===== config.mk =====
export PLATFORM = sky130hd
export DESIGN_NAME = gate_stream_peephole_optimizer_unit
export DESIGN_NICKNAME = d
export VERILOG_FILES = /design/src/rtl/core/gspo_pkg.sv /design/src/rtl/core/gspo_front.sv /design/src/rtl/core/gspo_op_queue.sv /design/src/rtl/core/gspo_back.sv /design/src/rtl/core/gate_stream_peephole_optimizer_unit.sv
export VERILOG_INCLUDE_DIRS = /design/src /design/src/rtl/core
export SDC_FILE = /design/constraint.sdc
export NUM_CORES = 1
export LEC_CHECK = 0
export BUFFER_PORTS_ARGS = -buffer_cell sky130_fd_sc_hd__clkbuf_2
export CAP_MARGIN = 15
export CELL_PAD_IN_SITES_DETAIL_PLACEMENT = 1
export CELL_PAD_IN_SITES_GLOBAL_PLACEMENT = 1
export CORE_MARGIN = 3
export CORE_UTILIZATION = 53
export DETAILED_ROUTE_END_ITERATION = 6
export PLACE_DENSITY_LB_ADDON = 0.1
export SKIP_LAST_GASP = 1
export SLEW_MARGIN = 20
export SYNTH_ARGS = -nofsm -noshare
export SYNTH_HDL_FRONTEND = slang
export SYNTH_SLANG_ARGS = --single-unit

===== constraint.sdc =====
create_clock -name clock -period 10.8 [get_ports clock]
set_input_delay 1.08 -clock clock [delete_from_list [all_inputs] [get_ports clock]]
set_output_delay 1.08 -clock clock [all_outputs]
set_load 0.05 [all_outputs]

===== src/rtl/core/gate_stream_peephole_optimizer_unit_assert.svh =====
// Assertion macros for the gate stream peephole optimizer.
`ifndef GATE_STREAM_PEEPHOLE_OPTIMIZER_UNIT_ASSERT_SVH
`define GATE_STREAM_PEEPHOLE_OPTIMIZER_UNIT_ASSERT_SVH

`ifndef SYNTHESIS
// Same-cycle implication.
`define GSPO_ASSERT_IMP(lbl, clk, rst, ante, cons, msg) \
   lbl: assert property (@(posedge clk) disable iff (rst) (ante) |-> (cons)) \
      else $error(msg);
// Next-cycle implication.
`define GSPO_ASSERT_NEXT(lbl, clk, rst, ante, cons, msg) \
   lbl: assert property (@(posedge clk) disable iff (rst) (ante) |=> (cons)) \
      else $error(msg);
`else
`define GSPO_ASSERT_IMP(lbl, clk, rst, ante, cons, msg)
`define GSPO_ASSERT_NEXT(lbl, clk, rst, ante, cons, msg)
`endif

`endif


===== src/rtl/core/gspo_pkg.sv =====
`default_nettype none

package gspo_pkg;

   localparam int QUBIT_BITS = 8;
   localparam int ANGLE_BITS = 32;

   localparam int KIND_BITS       = 4;
   localparam int TAG_BITS        = 16;
   localparam int EPS_BITS        = 16;
   localparam int PORT_ANGLE_BITS = 32;
   localparam int PORT_QUBIT_BITS = 8;

   localparam logic [KIND_BITS-1:0] KIND_RZ     = 4'd2;
   localparam logic [KIND_BITS-1:0] KIND_CX     = 4'd3;
   localparam logic [KIND_BITS-1:0] KIND_CU1    = 4'd4;
   localparam logic [KIND_BITS-1:0] KIND_H      = 4'd5;
   localparam logic [KIND_BITS-1:0] KIND_OPAQUE = 4'd9;

   localparam int OPQ_DEPTH     = 4;
   localparam int OPQ_PTR_BITS  = $clog2(OPQ_DEPTH);
   localparam int OPQ_CNT_BITS  = $clog2(OPQ_DEPTH + 1);
   localparam int OUTQ_DEPTH    = 4;
   localparam int OUTQ_PTR_BITS = $clog2(OUTQ_DEPTH);
   localparam int OUTQ_CNT_BITS = $clog2(OUTQ_DEPTH + 1);

   typedef struct packed {
      logic [KIND_BITS-1:0]  kind;
      logic [ANGLE_BITS-1:0] angle;
      logic [QUBIT_BITS-1:0] qa;
      logic [QUBIT_BITS-1:0] qb;
      logic [TAG_BITS-1:0]   tag;
   } gate_type;

   typedef enum logic {
      OP_PUSH,
      OP_END
   } op_kind_type;

   typedef struct packed {
      op_kind_type op;
      logic        in_flush;
      gate_type    gate;
   } op_entry_type;

   typedef struct packed {
      gate_type gate;
      logic     last;
   } rsp_entry_type;

   typedef struct packed {
      logic flushing;
      logic fuse_valid;
      logic cancel_valid;
   } front_status_type;

   typedef struct packed {
      logic                     h_valid;
      logic                     hold_valid;
      logic [OUTQ_CNT_BITS-1:0] out_count;
   } back_status_type;

   function automatic logic is_rot(logic [KIND_BITS-1:0] kind);
      return kind <= KIND_RZ;
   endfunction

   function automatic logic [ANGLE_BITS-1:0] angle_in(logic [PORT_ANGLE_BITS-1:0] a);
      logic signed [PORT_ANGLE_BITS-1:0] s;
      logic signed [63:0]                w;
      s = a;
      w = 64'(s);
      return w[ANGLE_BITS-1:0];
   endfunction

   function automatic logic [PORT_ANGLE_BITS-1:0] angle_out(logic [ANGLE_BITS-1:0] a);
      logic signed [ANGLE_BITS-1:0] s;
      logic signed [63:0]           w;
      s = a;
      w = 64'(s);
      return w[PORT_ANGLE_BITS-1:0];
   endfunction

   function automatic logic [QUBIT_BITS-1:0] qubit_in(logic [PORT_QUBIT_BITS-1:0] q);
      logic [31:0] w;
      w = 32'(q);
      return w[QUBIT_BITS-1:0];
   endfunction

   function automatic logic [PORT_QUBIT_BITS-1:0] qubit_out(logic [QUBIT_BITS-1:0] q);
      logic [31:0] w;
      w = 32'(q);
      return w[PORT_QUBIT_BITS-1:0];
   endfunction

   function automatic gate_type h_gate(logic [QUBIT_BITS-1:0] q);
      gate_type g;
      g      = '0;
      g.kind = KIND_H;
      g.qa   = q;
      return g;
   endfunction

endpackage

`default_nettype wire


===== src/rtl/core/gspo_front.sv =====
`default_nettype none

module gspo_front
   import gspo_pkg::*;
(
   input  wire logic                              clock,
   input  wire logic                              reset,
   input  wire logic                              req_push,
   output logic                                   req_full,
   input  wire logic                              req_command,
   input  wire logic [KIND_BITS-1:0]              req_gate_kind,
   input  wire logic signed [PORT_ANGLE_BITS-1:0] req_angle,
   input  wire logic [PORT_QUBIT_BITS-1:0]        req_qubit_a,
   input  wire logic [PORT_QUBIT_BITS-1:0]        req_qubit_b,
   input  wire logic [TAG_BITS-1:0]               req_raw_tag,
   input  wire logic                              op_full,
   output logic                                   op_valid,
   output op_entry_type                           op_data,
   output front_status_type                       status
);

   logic     flushing_ff, flushing_in;
   logic     fuse_valid_ff, fuse_valid_in;
   logic     cancel_valid_ff, cancel_valid_in;
   gate_type fuse_ff, fuse_in;
   gate_type cancel_ff, cancel_in;

   gate_type g;
   logic     accept;
   logic     can_fuse;
   logic     pair_cancels;
   logic     advance_fuse;
   logic     advance_flag;

   // Clear fields that the gate kind does not use.
   always_comb begin
      g      = '0;
      g.kind = req_gate_kind;
      if (is_rot(req_gate_kind) || req_gate_kind == KIND_CU1) begin
         g.angle = angle_in(req_angle);
      end
      if (req_gate_kind < KIND_OPAQUE) begin
         g.qa = qubit_in(req_qubit_a);
      end
      if (req_gate_kind == KIND_CX || req_gate_kind == KIND_CU1) begin
         g.qb = qubit_in(req_qubit_b);
      end
      if (req_gate_kind >= KIND_OPAQUE) begin
         g.tag = req_raw_tag;
      end
   end

   assign req_full = flushing_ff | op_full;
   assign accept   = req_push & ~req_full;

   assign can_fuse = fuse_valid_ff && is_rot(g.kind) && fuse_ff.kind == g.kind
                     && fuse_ff.qa == g.qa;
   assign pair_cancels = cancel_ff.kind == KIND_CX && fuse_ff.kind == KIND_CX
                         && cancel_ff.qa == fuse_ff.qa && cancel_ff.qb == fuse_ff.qb;

   always_comb begin
      flushing_in     = flushing_ff;
      fuse_valid_in   = fuse_valid_ff;
      cancel_valid_in = cancel_valid_ff;
      fuse_in         = fuse_ff;
      cancel_in       = cancel_ff;
      op_valid        = 1'b0;
      op_data         = '{op: OP_PUSH, in_flush: 1'b0, gate: cancel_ff};
      advance_fuse    = 1'b0;
      advance_flag    = 1'b0;

      if (flushing_ff) begin
         if (!op_full) begin
            if (fuse_valid_ff) begin
               fuse_valid_in = 1'b0;
               advance_fuse  = 1'b1;
               advance_flag  = 1'b1;
            end else if (cancel_valid_ff) begin
               cancel_valid_in = 1'b0;
               op_valid        = 1'b1;
               op_data         = '{op: OP_PUSH, in_flush: 1'b1, gate: cancel_ff};
            end else begin
               op_valid    = 1'b1;
               op_data     = '{op: OP_END, in_flush: 1'b1, gate: cancel_ff};
               flushing_in = 1'b0;
            end
         end
      end else if (accept) begin
         if (req_command) begin
            flushing_in = 1'b1;
         end else if (can_fuse) begin
            fuse_in.angle = fuse_ff.angle + g.angle;
         end else begin
            advance_fuse  = fuse_valid_ff;
            fuse_in       = g;
            fuse_valid_in = 1'b1;
         end
      end

      // Move the fuse gate into the cancel slot, dropping a matching cx pair.
      if (advance_fuse) begin
         if (cancel_valid_ff && pair_cancels) begin
            cancel_valid_in = 1'b0;
         end else begin
            if (cancel_valid_ff) begin
               op_valid = 1'b1;
               op_data  = '{op: OP_PUSH, in_flush: advance_flag, gate: cancel_ff};
            end
            cancel_in       = fuse_ff;
            cancel_valid_in = 1'b1;
         end
      end
   end

   always_ff @(posedge clock) begin
      if (reset) begin
         flushing_ff     <= 1'b0;
         fuse_valid_ff   <= 1'b0;
         cancel_valid_ff <= 1'b0;
      end else begin
         flushing_ff     <= flushing_in;
         fuse_valid_ff   <= fuse_valid_in;
         cancel_valid_ff <= cancel_valid_in;
      end
      fuse_ff   <= fuse_in;
      cancel_ff <= cancel_in;
   end

   assign status = '{flushing: flushing_ff, fuse_valid: fuse_valid_ff,
                     cancel_valid: cancel_valid_ff};

endmodule

`default_nettype wire


===== src/rtl/core/gspo_op_queue.sv =====
`default_nettype none

module gspo_op_queue
   import gspo_pkg::*;
(
   input  wire logic          clock,
   input  wire logic          reset,
   input  wire logic          push,
   input  op_entry_type       push_data,
   output logic               full,
   input  wire logic          pop,
   output logic               empty,
   output op_entry_type       head
);

   op_entry_type              entries_ff [OPQ_DEPTH];
   logic [OPQ_PTR_BITS-1:0]   wr_ptr_ff, wr_ptr_in;
   logic [OPQ_PTR_BITS-1:0]   rd_ptr_ff, rd_ptr_in;
   logic [OPQ_CNT_BITS-1:0]   count_ff, count_in;
   logic                      do_push, do_pop;

   assign full    = count_ff == OPQ_CNT_BITS'(OPQ_DEPTH);
   assign empty   = count_ff == '0;
   assign head    = entries_ff[rd_ptr_ff];
   assign do_push = push & ~full;
   assign do_pop  = pop & ~empty;

   always_comb begin
      wr_ptr_in = wr_ptr_ff;
      rd_ptr_in = rd_ptr_ff;
      count_in  = count_ff;
      if (do_push) begin
         wr_ptr_in = (wr_ptr_ff == OPQ_PTR_BITS'(OPQ_DEPTH - 1)) ? '0 : wr_ptr_ff + 1'b1;
      end
      if (do_pop) begin
         rd_ptr_in = (rd_ptr_ff == OPQ_PTR_BITS'(OPQ_DEPTH - 1)) ? '0 : rd_ptr_ff + 1'b1;
      end
      if (do_push && !do_pop) begin
         count_in = count_ff + 1'b1;
      end else if (do_pop && !do_push) begin
         count_in = count_ff - 1'b1;
      end
   end

   always_ff @(posedge clock) begin
      if (reset) begin
         wr_ptr_ff <= '0;
         rd_ptr_ff <= '0;
         count_ff  <= '0;
      end else begin
         wr_ptr_ff <= wr_ptr_in;
         rd_ptr_ff <= rd_ptr_in;
         count_ff  <= count_in;
      end
      if (do_push) begin
         entries_ff[wr_ptr_ff] <= push_data;
      end
   end

endmodule

`default_nettype wire


===== src/rtl/core/gspo_back.sv =====
`default_nettype none

module gspo_back
   import gspo_pkg::*;
(
   input  wire logic                        clock,
   input  wire logic                        reset,
   input  wire logic [EPS_BITS-1:0]         zero_angle_eps,
   input  wire logic                        op_empty,
   input  op_entry_type                     op_head,
   output logic                             op_pop,
   output logic                             rsp_empty,
   input  wire logic                        rsp_pop,
   output logic [KIND_BITS-1:0]             rsp_out_kind,
   output logic signed [PORT_ANGLE_BITS-1:0] rsp_out_angle,
   output logic [PORT_QUBIT_BITS-1:0]       rsp_out_qubit_a,
   output logic [PORT_QUBIT_BITS-1:0]       rsp_out_qubit_b,
   output logic [TAG_BITS-1:0]              rsp_out_raw_tag,
   output logic                             rsp_last_of_circuit,
   output back_status_type                  status
);

   logic                     h_valid_ff, h_valid_in;
   logic [QUBIT_BITS-1:0]    h_qubit_ff, h_qubit_in;
   logic                     hold_valid_ff, hold_valid_in;
   gate_type                 hold_ff, hold_in;

   rsp_entry_type            out_entries_ff [OUTQ_DEPTH];
   logic [OUTQ_PTR_BITS-1:0] out_wr_ff, out_wr_in;
   logic [OUTQ_PTR_BITS-1:0] out_rd_ff, out_rd_in;
   logic [OUTQ_CNT_BITS-1:0] out_count_ff, out_count_in;

   gate_type                 g;
   logic [ANGLE_BITS-1:0]    magnitude;
   logic                     zero_rot;
   logic                     out_full;
   logic                     step;
   logic                     emit;
   logic                     emit_flush;
   gate_type                 emit_gate;
   logic                     wr_valid;
   rsp_entry_type            wr_data;
   logic                     rd_take;
   rsp_entry_type            out_head;

   assign g         = op_head.gate;
   assign magnitude = g.angle[ANGLE_BITS-1] ? (~g.angle + 1'b1) : g.angle;
   assign zero_rot  = is_rot(g.kind) && (64'(magnitude) <= 64'(zero_angle_eps));

   assign out_full = out_count_ff == OUTQ_CNT_BITS'(OUTQ_DEPTH);
   assign step     = ~op_empty & ~out_full;

   always_comb begin
      h_valid_in    = h_valid_ff;
      h_qubit_in    = h_qubit_ff;
      hold_valid_in = hold_valid_ff;
      hold_in       = hold_ff;
      op_pop        = 1'b0;
      emit          = 1'b0;
      emit_flush    = op_head.in_flush;
      emit_gate     = g;
      wr_valid      = 1'b0;
      wr_data       = '{gate: hold_ff, last: 1'b0};

      if (step) begin
         if (op_head.op == OP_PUSH) begin
            if (h_valid_ff) begin
               h_valid_in = 1'b0;
               if (g.kind == KIND_H && g.qa == h_qubit_ff) begin
                  op_pop = 1'b1;
               end else begin
                  // Release the waiting h; the gate itself stays at the queue head for a later step.
                  emit      = 1'b1;
                  emit_gate = h_gate(h_qubit_ff);
               end
            end else begin
               op_pop = 1'b1;
               if (zero_rot) begin
               end else if (g.kind == KIND_H) begin
                  h_valid_in = 1'b1;
                  h_qubit_in = g.qa;
               end else begin
                  emit = 1'b1;
               end
            end
         end else begin
            if (h_valid_ff) begin
               h_valid_in = 1'b0;
               emit       = 1'b1;
               emit_gate  = h_gate(h_qubit_ff);
               emit_flush = 1'b1;
            end else begin
               op_pop = 1'b1;
               if (hold_valid_ff) begin
                  wr_valid      = 1'b1;
                  wr_data       = '{gate: hold_ff, last: 1'b1};
                  hold_valid_in = 1'b0;
               end
            end
         end
      end

      // During a flush keep one result back so the final one can be marked.
      if (emit) begin
         if (emit_flush) begin
            if (hold_valid_ff) begin
               wr_valid = 1'b1;
               wr_data  = '{gate: hold_ff, last: 1'b0};
            end
            hold_in       = emit_gate;
            hold_valid_in = 1'b1;
         end else begin
            wr_valid = 1'b1;
            wr_data  = '{gate: emit_gate, last: 1'b0};
         end
      end
   end

   assign rsp_empty = out_count_ff == '0;
   assign rd_take   = rsp_pop & ~rsp_empty;

   always_comb begin
      out_wr_in    = out_wr_ff;
      out_rd_in    = out_rd_ff;
      out_count_in = out_count_ff;
      if (wr_valid) begin
         out_wr_in = (out_wr_ff == OUTQ_PTR_BITS'(OUTQ_DEPTH - 1)) ? '0 : out_wr_ff + 1'b1;
      end
      if (rd_take) begin
         out_rd_in = (out_rd_ff == OUTQ_PTR_BITS'(OUTQ_DEPTH - 1)) ? '0 : out_rd_ff + 1'b1;
      end
      if (wr_valid && !rd_take) begin
         out_count_in = out_count_ff + 1'b1;
      end else if (rd_take && !wr_valid) begin
         out_count_in = out_count_ff - 1'b1;
      end
   end

   always_ff @(posedge clock) begin
      if (reset) begin
         h_valid_ff    <= 1'b0;
         hold_valid_ff <= 1'b0;
         out_wr_ff     <= '0;
         out_rd_ff     <= '0;
         out_count_ff  <= '0;
      end else begin
         h_valid_ff    <= h_valid_in;
         hold_valid_ff <= hold_valid_in;
         out_wr_ff     <= out_wr_in;
         out_rd_ff     <= out_rd_in;
         out_count_ff  <= out_count_in;
      end
      h_qubit_ff <= h_qubit_in;
      hold_ff    <= hold_in;
      if (wr_valid) begin
         out_entries_ff[out_wr_ff] <= wr_data;
      end
   end

   assign out_head            = out_entries_ff[out_rd_ff];
   assign rsp_out_kind        = out_head.gate.kind;
   assign rsp_out_angle       = angle_out(out_head.gate.angle);
   assign rsp_out_qubit_a     = qubit_out(out_head.gate.qa);
   assign rsp_out_qubit_b     = qubit_out(out_head.gate.qb);
   assign rsp_out_raw_tag     = out_head.gate.tag;
   assign rsp_last_of_circuit = out_head.last;

   assign status = '{h_valid: h_valid_ff, hold_valid: hold_valid_ff,
                     out_count: out_count_ff};

endmodule

`default_nettype wire


===== src/rtl/core/gate_stream_peephole_optimizer_unit.sv =====
// Peephole optimizer for a parsed stream of quantum gates.
// Input channel (req_*): push one gate, or an end-of-circuit command, per transfer
// whenever req_full is low. Result channel (rsp_*): the oldest emitted gate waits
// on the rsp_ ports while rsp_empty is low; pop it with rsp_pop.
// csr_we/csr_wdata write the zero-angle threshold; write it only while idle.
// The front takes one gate per cycle while req_full is low, fuses rotations and
// cancels cx pairs, then hands each released gate to a 4-entry op queue. The back
// drops zero rotations and h;h pairs and feeds a 4-entry result queue.
// A released gate passes through the op queue and then the result queue before it
// can be popped; a waiting h goes out ahead of it. Gates stay held in the
// fuse/cancel slots until a later gate or an end command pushes them out.
// The back releases a waiting h before it takes the op behind it, and stops while
// the result queue is full. An end command holds the input while the front drains
// its two slots and sends the end op, and for longer while the op queue is full.
// Reset clears all pending gates, both queues and the threshold (0).
// When the receiver stalls, the result queue fills, the back stops, the op queue
// fills and req_full rises; nothing is dropped.
`default_nettype none
`include "gate_stream_peephole_optimizer_unit_assert.svh"

module gate_stream_peephole_optimizer_unit
   import gspo_pkg::*;
(
   input  wire logic                              clock,
   input  wire logic                              reset,
   input  wire logic                              req_push,
   output logic                                   req_full,
   input  wire logic                              req_command,
   input  wire logic [KIND_BITS-1:0]              req_gate_kind,
   input  wire logic signed [PORT_ANGLE_BITS-1:0] req_angle,
   input  wire logic [PORT_QUBIT_BITS-1:0]        req_qubit_a,
   input  wire logic [PORT_QUBIT_BITS-1:0]        req_qubit_b,
   input  wire logic [TAG_BITS-1:0]               req_raw_tag,
   output logic                                   rsp_empty,
   input  wire logic                              rsp_pop,
   output logic [KIND_BITS-1:0]                   rsp_out_kind,
   output logic signed [PORT_ANGLE_BITS-1:0]      rsp_out_angle,
   output logic [PORT_QUBIT_BITS-1:0]             rsp_out_qubit_a,
   output logic [PORT_QUBIT_BITS-1:0]             rsp_out_qubit_b,
   output logic [TAG_BITS-1:0]                    rsp_out_raw_tag,
   output logic                                   rsp_last_of_circuit,
   input  wire logic                              csr_we,
   input  wire logic [EPS_BITS-1:0]               csr_wdata
);

   // Threshold register: rotations with magnitude at or below it are identities.
   logic [EPS_BITS-1:0] zero_angle_eps_ff, zero_angle_eps_in;

   logic             op_push;
   op_entry_type     op_push_data;
   logic             op_full;
   logic             op_pop;
   logic             op_empty;
   op_entry_type     op_head;
   front_status_type front_status;
   back_status_type  back_status;

   assign zero_angle_eps_in = csr_we ? csr_wdata : zero_angle_eps_ff;

   always_ff @(posedge clock) begin
      if (reset) begin
         zero_angle_eps_ff <= '0;
      end else begin
         zero_angle_eps_ff <= zero_angle_eps_in;
      end
   end

   // Front: classify items, fuse rotations, cancel cx pairs, sequence flushes.
   gspo_front u_front (
      .clock         (clock),
      .reset         (reset),
      .req_push      (req_push),
      .req_full      (req_full),
      .req_command   (req_command),
      .req_gate_kind (req_gate_kind),
      .req_angle     (req_angle),
      .req_qubit_a   (req_qubit_a),
      .req_qubit_b   (req_qubit_b),
      .req_raw_tag   (req_raw_tag),
      .op_full       (op_full),
      .op_valid      (op_push),
      .op_data       (op_push_data),
      .status        (front_status)
   );

   // Decouple front and back so either side can stall alone.
   gspo_op_queue u_op_queue (
      .clock     (clock),
      .reset     (reset),
      .push      (op_push),
      .push_data (op_push_data),
      .full      (op_full),
      .pop       (op_pop),
      .empty     (op_empty),
      .head      (op_head)
   );

   // Back: drop zero rotations and h;h pairs, mark the final gate of a flush.
   gspo_back u_back (
      .clock               (clock),
      .reset               (reset),
      .zero_angle_eps      (zero_angle_eps_ff),
      .op_empty            (op_empty),
      .op_head             (op_head),
      .op_pop              (op_pop),
      .rsp_empty           (rsp_empty),
      .rsp_pop             (rsp_pop),
      .rsp_out_kind        (rsp_out_kind),
      .rsp_out_angle       (rsp_out_angle),
      .rsp_out_qubit_a     (rsp_out_qubit_a),
      .rsp_out_qubit_b     (rsp_out_qubit_b),
      .rsp_out_raw_tag     (rsp_out_raw_tag),
      .rsp_last_of_circuit (rsp_last_of_circuit),
      .status              (back_status)
   );

   // Hold the input off for the whole flush sequence.
   `GSPO_ASSERT_IMP(a_flush_blocks_input, clock, reset, front_status.flushing, req_full, "input open during flush")
   // An accepted end command starts the flush sequence.
   `GSPO_ASSERT_NEXT(a_end_starts_flush, clock, reset, req_push && !req_full && req_command, front_status.flushing, "end command did not start flush")
   // A finished flush leaves both front slots empty.
   `GSPO_ASSERT_IMP(a_flush_drains_front, clock, reset, $fell(front_status.flushing), !front_status.fuse_valid && !front_status.cancel_valid, "flush left a pending gate")
   // A held flush result always has its end op still ahead.
   `GSPO_ASSERT_IMP(a_hold_has_end, clock, reset, back_status.hold_valid, front_status.flushing || !op_empty, "held result without pending end op")

endmodule

`default_nettype wire


After elaboration in Yosys (flattened, before gate mapping)
Memory sizes are Yosys's and may differ from the RTL's. A register that Yosys moved wholly into a read port is not among the register bits.
Index checks and enable logic that the tools add are counted.

word-level totals
  bits in registers = 247
  bits in latches = 0
  bits in writable memories = 556
  ROM bits = 0
  input port bits = 90
  output and inout bits = 71
  logic and storage cells = 216
  memories = 2

memories
  memory                 words  bits a word  rd ports  clocked after Yosys merged registers in  wr ports  line                 text
  u_op_queue.entries_ff  4      70           1         1                                        1         gspo_op_queue.sv:16  op_entry_type entries_ff [OPQ_DEPTH];
  u_back.out_entries_ff  4      69           1         1                                        1         gspo_back.sv:28      rsp_entry_type out_entries_ff [OUTQ_DEPTH];

cells by class
  add/sub/neg operators = 10
  $mul = 0
  divide/modulo/power cells = 0
  magnitude comparators = 5
  eq/ne operators = 21
  shift operators = 0
  multiplexer cells = 99
  bitwise logic cells = 19
  reductions and logical operators = 32

operator list
  kind                                                                    count
  70-bit two-way mux                                                      7
  68-bit two-way mux                                                      5
  69-bit two-way mux                                                      2
  32-bit two-way mux                                                      3
  1-bit two-way mux                                                       69
  32-bit by 1-bit adder with 32-bit output (second input constant)        1
  32-bit adder                                                            1
  8-bit equality test                                                     4
  32-bit by 16-bit <= comparator with 1-bit output                        1
  32-bit inverter                                                         1
  2-bit two-way mux                                                       8
  1-bit logical AND                                                       13
  4-bit by 2-bit equality test with 1-bit output (second input constant)  3
  3-bit two-way mux                                                       4
  1-bit inverter                                                          12
  2-bit by 1-bit adder with 2-bit output (second input constant)          4
  2-bit equality test (second input constant)                             4
  4-bit by 3-bit equality test with 1-bit output (second input constant)  2
  4-bit by 2-bit <= comparator with 1-bit output (second input constant)  2
  8-bit two-way mux                                                       1
  4-bit AND reduction                                                     2
  2-bit nonzero test                                                      4
  3-bit by 1-bit adder with 3-bit output (second input constant)          2
  3-bit equality test (second input constant)                             2
  other kinds (14)                                                        29

Depth between registers and ports, before layout
Gate-level depths: netlist of run 1.

  word-level depth = 14
  depth in mapped cells = 27
  mapped depth without buffers = 23

Hierarchy
A second synthesis of run 1 with hierarchy kept.

unflattened totals
  cells, all modules = 1907
  area total of the unflattened synthesis = 33609.7 µm²

by module, submodules not included
  module                               instances  cells an instance  area each (µm²)  sequential area each (µm²)
  gspo_back                            1          877                15407.3          10790.3
  gspo_op_queue                        1          416                10576.4          8588.2
  gspo_front                           1          562                7045.5           4144.0
  gate_stream_peephole_optimizer_unit  1          52                 580.6            320.3

Worst setup path before layout of run 1
OpenSTA, ideal clock, no wires.

  kind = register to register
  from = register (tool-made name)
  to = register u_back.hold_ff[0] (netlist bit), enable pin
  setup time = 0.496 ns
  arrival = 7.286 ns
  data required time = 10.304 ns
  path slack = 3.018 ns
  stages on the path, launching flop included = 21
  buffers on the path = 8
  period minus slack after synthesis = 7.782 ns
  cells stage by stage = dfxtp_1 buf_2 buf_2 buf_1 buf_2 clkbuf_1 mux4_2 clkbuf_1 clkbuf_1 clkbuf_1 o31ai_1 xnor2_1 ha_1 and4_1 nand4_1 mux2_2 a31oi_1 nor4b_1 and3_1 a31o_1 nor2_1

RTL lines
  what                  line              text
  end signal, assigned  gspo_back.sv:154  hold_ff <= hold_in;
  end, declared         gspo_back.sv:26   gate_type hold_ff, hold_in;

==> results of run 1 <==
-- metrics by stage --
| stage | std cells | hold WS, ns | setup WS, ns | util [%] | power (uW) |
|---|---|---|---|---|---|
| CTS | 2974 | 0.422 | 3.27 | 61.2 | 10100 |
| finish | 2975 | 0.419 | 3.41 | 61.2 | 9990 |
| global route | 2975 | 0.437 | 2.91 | 61.2 | 10500 |
| detailed placement | 2820 | 0.406 | 3.28 | 56.6 | 7150 |
| floorplan | 1876 | 0.400 | 3.02 | - | 6350 |
| global placement | 2820 | 0.405 | 3.40 | 56.6 | 7030 |
-- how the worst max path moves through the flow --
stage | cells past startpoint | end | slack (ns)
2_1_floorplan | 20 | u_back.hold_ff[0] | 3.02
3_3_place_gp | 16 | u_back.out_entries_ff[0][20] | 3.40
3_5_place_dp | 16 | u_back.out_entries_ff[2][20] | 3.28
4_1_cts | 16 | u_back.out_entries_ff[1][31] | 3.27
5_1_grt | 16 | u_back.out_entries_ff[0][18] | 2.91
6_report | 16 | u_back.out_entries_ff[3][31] | 3.41
-- flip-flops by register name, indices dropped and copies added, names as in the netlist, 2 cells and up, named ones only --
register	cells
u_back.h_qubit_ff	8
u_back.hold_ff	68
u_back.out_count_ff	3
u_back.out_entries_ff	276
u_back.out_rd_ff	2
u_back.out_wr_ff	2
u_front.cancel_ff	68
u_front.fuse_ff	68
u_op_queue.count_ff	3
u_op_queue.entries_ff	280
u_op_queue.rd_ptr_ff	2
u_op_queue.wr_ptr_ff	2
zero_angle_eps_ff	16
-- layout make-up --
class / instances / area [um2]
Inverter: 44 / 165
Clock inverter: 50 / 588
Fill cell: 5460 / 24100
Sequential cell: 807 / 23900
Timing Repair Buffer: 180 / 967
Clock buffer: 104 / 2220
Multi-Input combinational cell: 953 / 9140
Tap cell: 837 / 1050
-- power groups by stage --
stage	clock [uW]	sequential, uW	combinational [uW]
5_1_grt	3120	4250	3080
6_report	2920	4210	2860
4_1_cts	2990	4220	2880
3_3_place_gp	0	4250	2780
2_1_floorplan	0	4170	2180
3_5_place_dp	0	4280	2870
-- synth_stat cells (7+ instances only) --
cell type,instances,share of area [%]
a31oi_1,7,0.13
nand2_1,69,0.77
inv_1,44,0.49
nor4_1,10,0.19
a21o_1,23,0.52
o21bai_1,7,0.16
or3_1,9,0.17
edfxtp_1,768,69
clkbuf_1,45,0.51
o31ai_1,10,0.22
mux2_2,58,2.0
o21ai_0,52,0.78
buf_2,13,0.19
xor2_1,33,0.86
dfxtp_1,39,2.3
nor2b_1,58,1.1
mux2_4,20,0.90
nand2b_1,8,0.15
mux4_2,140,9.4
nor3_1,12,0.18
and2_1,75,1.4
ha_1,60,2.2
buf_1,9,0.10
a21oi_1,41,0.61
nand3_1,9,0.13
nor2_1,85,0.95
mux2i_1,26,0.78
xnor2_1,47,1.2
nand4_1,12,0.22
-- worst max-delay path: stages (launching register included) --
cell	delay [ns]
dfxtp_4	0.93
mux4_2	0.67
or4_1	0.56
or4_1	0.64
o31ai_1	0.37
xnor2_1	0.18
ha_1	0.28
and4_1	0.23
nand4_1	0.10
mux2_2	0.33
a31oi_1	0.27
nor4b_1	0.08
and3_1	0.16
a31o_1	0.26
nor2_1	0.36
and2_2	0.89
buf_4	0.62
-- kinds of logic after synthesis --
group	synth area share (%)
muxes	13.1
AOI/OAI and AO/OA	3.55
and+or+nand+nor	6.06
buffers and inverters	1.46
DFF	71.3
adders and majority gates	2.42
xor gates and xnor gates	2.10
-- routing by layer --
layer	track usage, %	up-vias	routed length [um]
met3	2.99	84	3050
met1	31.8	8785	32000
met4	5.64	0	1280
met5	0	-	0
met2	33.8	392	33300
li1	-	7747	-
==> out/qor.yml, run 1 <==
final_layout:
  drive_above_1_share_pct: 25.8
  syn2layout_area_growth_pct: 13.6
  finalNetCount: 2223
  stdcell_area_mm2: 0.0380
  antennaDiodeCount: 0
  final_common_cell: "edfxtp_1"
  layout_common_cells: "edfxtp_1 (768), clkbuf_2 (160), mux4_2 (140)"
clock_tree:
  clockRootBuffer: "clkbuf_16"
  clkTransAtPathRegs_ns: 0.06
  post_cts_resized: 0
  clkLatencyLatePin_ns: 0.62
  htreeDepth: 3
  cts_tree: "done"
  cts-hold-fix-buffers: 0
  cts.sinks: 807
  cts_buffer_depth: 3
  cts_buffers: 84
  post_cts_buffers: 0
synth:
  synth_area_mm2: 0.0334
  ys_warn_count: 0
  synth-seq-area-share_pct: 71.3
  async_flop_share_pct: 0
  synth_edf_count: 768
  ys_seq_elements: 807
  avgSynthCellArea_um2: 17.8
  synth_cell_type_count: 67
  netlist_instances: 1876
  synth_ff_type: "edfxtp_1"
  syn-num-nets: 2029
worst_setup_path:
  reg2regPathDepth: 16
  arrival_ns: 7.64
  cp_max_fo: 44
  worst-setup-path-type: "reg2reg"
  crit_required_ns: 11.05
  cp-start-kind: "flip-flop"
  r2r_slack_ns: 3.41
  r2r-end: "u_back.out_entries_ff[3][31]"
  cp-end-kind: "flip-flop"
power_and_ir_drop:
  p_per_area_mw_per_mm2: 263
  seqPwrFrac_pct: 42.2
  internal_power_uw: 6830
  p_leak_uw: 0.0129
  peakVddDrop_mv: 0.144
  p_comb_share_pct: 28.6
  swShare_pct: 31.6
  clock_power_share_pct: 29.2
  p_sw_uw: 3160
sta:
  setup_viol: 0
  timing.final.crit_share_pct: 68.4
  finalSetupTns_ns: 0
  max_freq_mhz: 135
  fin_skew_ns: 0.0233
  tightest_slew_ns: 0.996
  min_period_ns: 7.39
  hold_viol: 0
  rsz0062_at_grt: "false"
  slew_viol_final: 0
  slew_headroom_pct: 33.6
place:
  place_area_mm2: 0.0352
  gp_congestion: 0.800
  hpwl_um: 45600
  io_buffers: 160
grt:
  track_usage_pct: 21.4
  grt.overflow.total: 0
  grt_antenna_before_repair: 0
  grt_pass1_vias: 18300
  grt_first_pass_wirelength_um: 109000
  grt_max_degree: 64
floorplan:
  start_util_pct: 53.9
  die_area_mm2: 0.0661
  rows: 91
  coreArea_mm2: 0.0621
  io_pins: 161
  die_w_um: 257
  die_h_um: 257
outcome:
  status: "completed"
drt:
  vias_per_cell: 5.72
  ant_nets: 0
  remaining_drc_errors: 0
  wl_um: 69700
  num_vias: 17000
  drt_first_iter_violations: 1211
  wl_per_cell_um: 23.4
  dr.pass1.iters: 5
min_path:
  hold_class: "reg2reg"
  min-delay-start: "u_front.fuse_ff[6]"
  hold_path_depth: 0
  min_to: "u_front.cancel_ff[6]"
flow_run:
  maxCapViolations: 0
(Power assumes the default switching activity.)
==> run 2, diff against run 1 <==
- ABC_AREA: not set -> 1
- CORE_UTILIZATION: 53 -> 50
- clock period: 10.8 -> 6.9 ns (I/O delays scaled with it)
==> out/qor.yml, run 2 <==
outcome:
  status: "completed"  # unchanged
clock_tree:
  htreeDepth: 3  # unchanged
  cts_buffers: 84  # unchanged
  cts_tree: "done"  # unchanged
  cts.sinks: 807  # unchanged
  post_cts_buffers: 0  # unchanged
  cts_buffer_depth: 3  # unchanged
  cts-hold-fix-buffers: 0  # unchanged
  post_cts_resized: 0  # unchanged
  clockRootBuffer: "clkbuf_16"  # unchanged
  clkLatencyLatePin_ns: 0.64  # was 0.62 ns
  clkTransAtPathRegs_ns: 0.07  # was 0.06 ns
synth:
  yosysMostFrequentCell: "edfxtp_1"  # unchanged
  syn-num-nets: 3240  # was 2029
  netlist_instances: 3087  # was 1876
  avgSynthCellArea_um2: 11.2  # was 17.8 um2
  yosysTopAreaCell: "edfxtp_1"  # unchanged
  synth_cell_type_count: 48  # was 67
  ys_top_cells_by_area: "edfxtp_1 (67%), nand2_1 (7.1%), o21ai_0 (4.4%)"  # was edfxtp_1 (69%), mux4_2 (9.4%), dfxtp_1 (2.3%)
  yosys.area_share.xor_xnor_pct: 1.54  # was 2.10%
  synth_top_family_by_area: "simple AND/OR/NAND/NOR gates"  # was multiplexers
  ys_top_cells_by_count: "edfxtp_1 (768), nand2_1 (658), nor2_1 (391), o21ai_0 (301), inv_1 (247)"  # was edfxtp_1 (768), mux4_2 (140), nor2_1 (85), and2_1 (75), nand2_1 (69)
  synth-compound-area-share_pct: 8.41  # was 3.55%
  synth_top_cell_area_share_pct: 66.6  # was 69.0%
  synth_adder_area_share_pct: 2.34  # was 2.42%
  muxShareOfSynthArea_pct: 0  # was 13.1%
  synth_ff_type: "edfxtp_1"  # unchanged
  ys_warn_count: 0  # unchanged
  synth_area_mm2: 0.0346  # was 0.0334 mm2
  synth_edf_count: 768  # unchanged
  async_flop_share_pct: 0  # unchanged
  synth-simple-area-share_pct: 14.2  # was 6.06%
  synth-seq-area-share_pct: 68.9  # was 71.3%
  ys_seq_elements: 807  # unchanged
place:
  gp_congestion: 0.874  # was 0.800
  place_area_mm2: 0.0363  # was 0.0352 mm2
  dpl.cell_count: 4064  # was 2820
  hpwl_um: 56300  # was 45600 um
  io_buffers: 160  # unchanged
final_layout:
  final_common_cell: "edfxtp_1"  # unchanged
  finalNetCount: 3382  # was 2223
  largest_reg_flops: 280  # unchanged
  fin_cells: 4219  # was 2975
  fin_util_pct: 57.7  # was 61.2%
  regMostFlops: "u_op_queue.entries_ff"  # unchanged
  largestRegisters: "u_op_queue.entries_ff: 280 flops, u_back.out_entries_ff: 276 flops"  # unchanged
  layout_common_cells: "edfxtp_1 (768), nand2_1 (658), nor2_1 (385)"  # was edfxtp_1 (768), clkbuf_2 (160), mux4_2 (140)
  stdcell_area_mm2: 0.0392  # was 0.0380 mm2
  antennaDiodeCount: 0  # unchanged
  syn2layout_area_growth_pct: 13.2  # was 13.6%
  drive_above_1_share_pct: 10.6  # was 25.8%
sta:
  holdWs_ns: 0.265  # was 0.419 ns
  min_period_ns: 6.17  # was 7.39 ns
  tightest_slew_ns: 1.09  # was 0.996 ns
  fin_skew_ns: 0.0311  # was 0.0233 ns
  finalSetupTns_ns: 0  # unchanged
  max_freq_mhz: 162  # was 135 MHz
  slew_headroom_pct: 27.5  # was 33.6%
  rsz0062_at_grt: "false"  # unchanged
  hold_viol: 0  # unchanged
  slew_viol_final: 0  # unchanged
  setup_viol: 0  # unchanged
  timing.final.crit_share_pct: 89.4  # was 68.4%
floorplan:
  die_area_mm2: 0.0724  # was 0.0661 mm2
  rows: 95  # was 91
  io_pins: 161  # unchanged
  die_w_um: 269  # was 257 um
  start_util_pct: 51.0  # was 53.9%
  coreArea_mm2: 0.0679  # was 0.0621 mm2
  die_h_um: 269  # was 257 um
grt:
  track_usage_pct: 24.7  # was 21.4%
  grt_pass1_vias: 25200  # was 18300
  grt.overflow.total: 0  # unchanged
  grt_max_degree: 101  # was 64
  grt_antenna_before_repair: 1  # was 0
  grt_first_pass_wirelength_um: 141000  # was 109000 um
power_and_ir_drop:
  peakVddDrop_mv: 0.478  # was 0.144 mV
  p_per_area_mw_per_mm2: 443  # was 263 mW/mm2
  p_leak_uw: 0.0150  # was 0.0129 uW
worst_setup_path:
  arrival_ns: 6.68  # was 7.64 ns
  cp_max_fo: 44  # unchanged
  crit_top_cell: "nand2_1"  # was or4_1
  cp_slowest_stage_delay_ns: 0.64  # was 0.93 ns
  cp-end-kind: "flip-flop"  # unchanged
  cp-start-kind: "flip-flop"  # unchanged
  slowest_stage: "dfxtp_4"  # unchanged
  worst-setup-path-type: "reg2reg"  # unchanged
  crit_required_ns: 7.41  # was 11.05 ns
drt:
  wl_per_cell_um: 21.5  # was 23.4 um
  num_vias: 23400  # was 17000
  dr.pass1.iters: 5  # unchanged
  remaining_drc_errors: 0  # unchanged
  vias_per_cell: 5.55  # was 5.72
  wl_um: 90800  # was 69700 um
  ant_nets: 0  # unchanged
  drt_first_iter_violations: 1872  # was 1211
min_path:
  hold_class: "in2reg"  # was reg2reg
flow_run:
  maxCapViolations: 0  # unchanged
## run 2: cell type report
type / instances / area [um2]
clock buffers: 105 / 2240
clock inverters: 50 / 592
fillers: 7040 / 28700
inverters: 257 / 970
multi-input cells: 1890 / 9260
flip-flops and latches: 807 / 23900
well taps: 921 / 1150
repair buffers: 189 / 1100
## run 2: path summary, 6_finish.rpt
check / startpoint / end / slack [ns] / cells past startpoint
worst max-delay path: flip-flop / u_back.out_count_ff[2] / 0.73 / 32
worst min-delay path: req_gate_kind[3] / u_front.fuse_ff[67] / 0.27 / 1
worst max register to register: flip-flop / u_back.out_count_ff[2] / 0.73 / 32
worst min register to register: u_front.fuse_ff[10] / u_front.cancel_ff[10] / 0.42 / 0
## run 2: metal layers
layer / vias up / share of wire [%] / GRT usage, %
met5: - / 0.012 / 0
met4: 2 / 2.3 / 7.25
met3: 149 / 5.0 / 3.58
met2: 567 / 49 / 42.9
met1: 11700 / 43 / 32.5
li1: 11000 / - / -
## run 2: critical path, delay by kind of cell, from the launching register on
family	cells	cell delay [ns]
compound gates	8	1.21
xor+xnor	1	0.14
flops	1	0.64
buf+inv	4	0.77
simple gates	15	2.21
fa+ha+maj	4	1.07
## run 2: power breakdown
part	leakage, uW	internal [uW]	switching [uW]
clock network	0.00137	2770	1910
registers	0.00732	6500	278
logic	0.00633	1370	4540
total	0.0150	10600	6730
## run 2: through the flow
stage,setup slack (ns),total power [uW]
3_5_place_dp,0.799,12700
3_3_place_gp,1.02,12400
4_1_cts,0.761,17500
6_report,0.733,17400
2_1_floorplan,-1.58,10900
5_1_grt,0.149,18300
## run 2: cell families (layout without fill, tap and decap cells)
family,Yosys count,after routing
AOI/OAI and AO/OA,537,537
xor gates and xnor gates,61,61
adders and majority gates,63,63
buffers and inverters,390,601
DFF,807,807
and+or+nand+nor,1229,1229
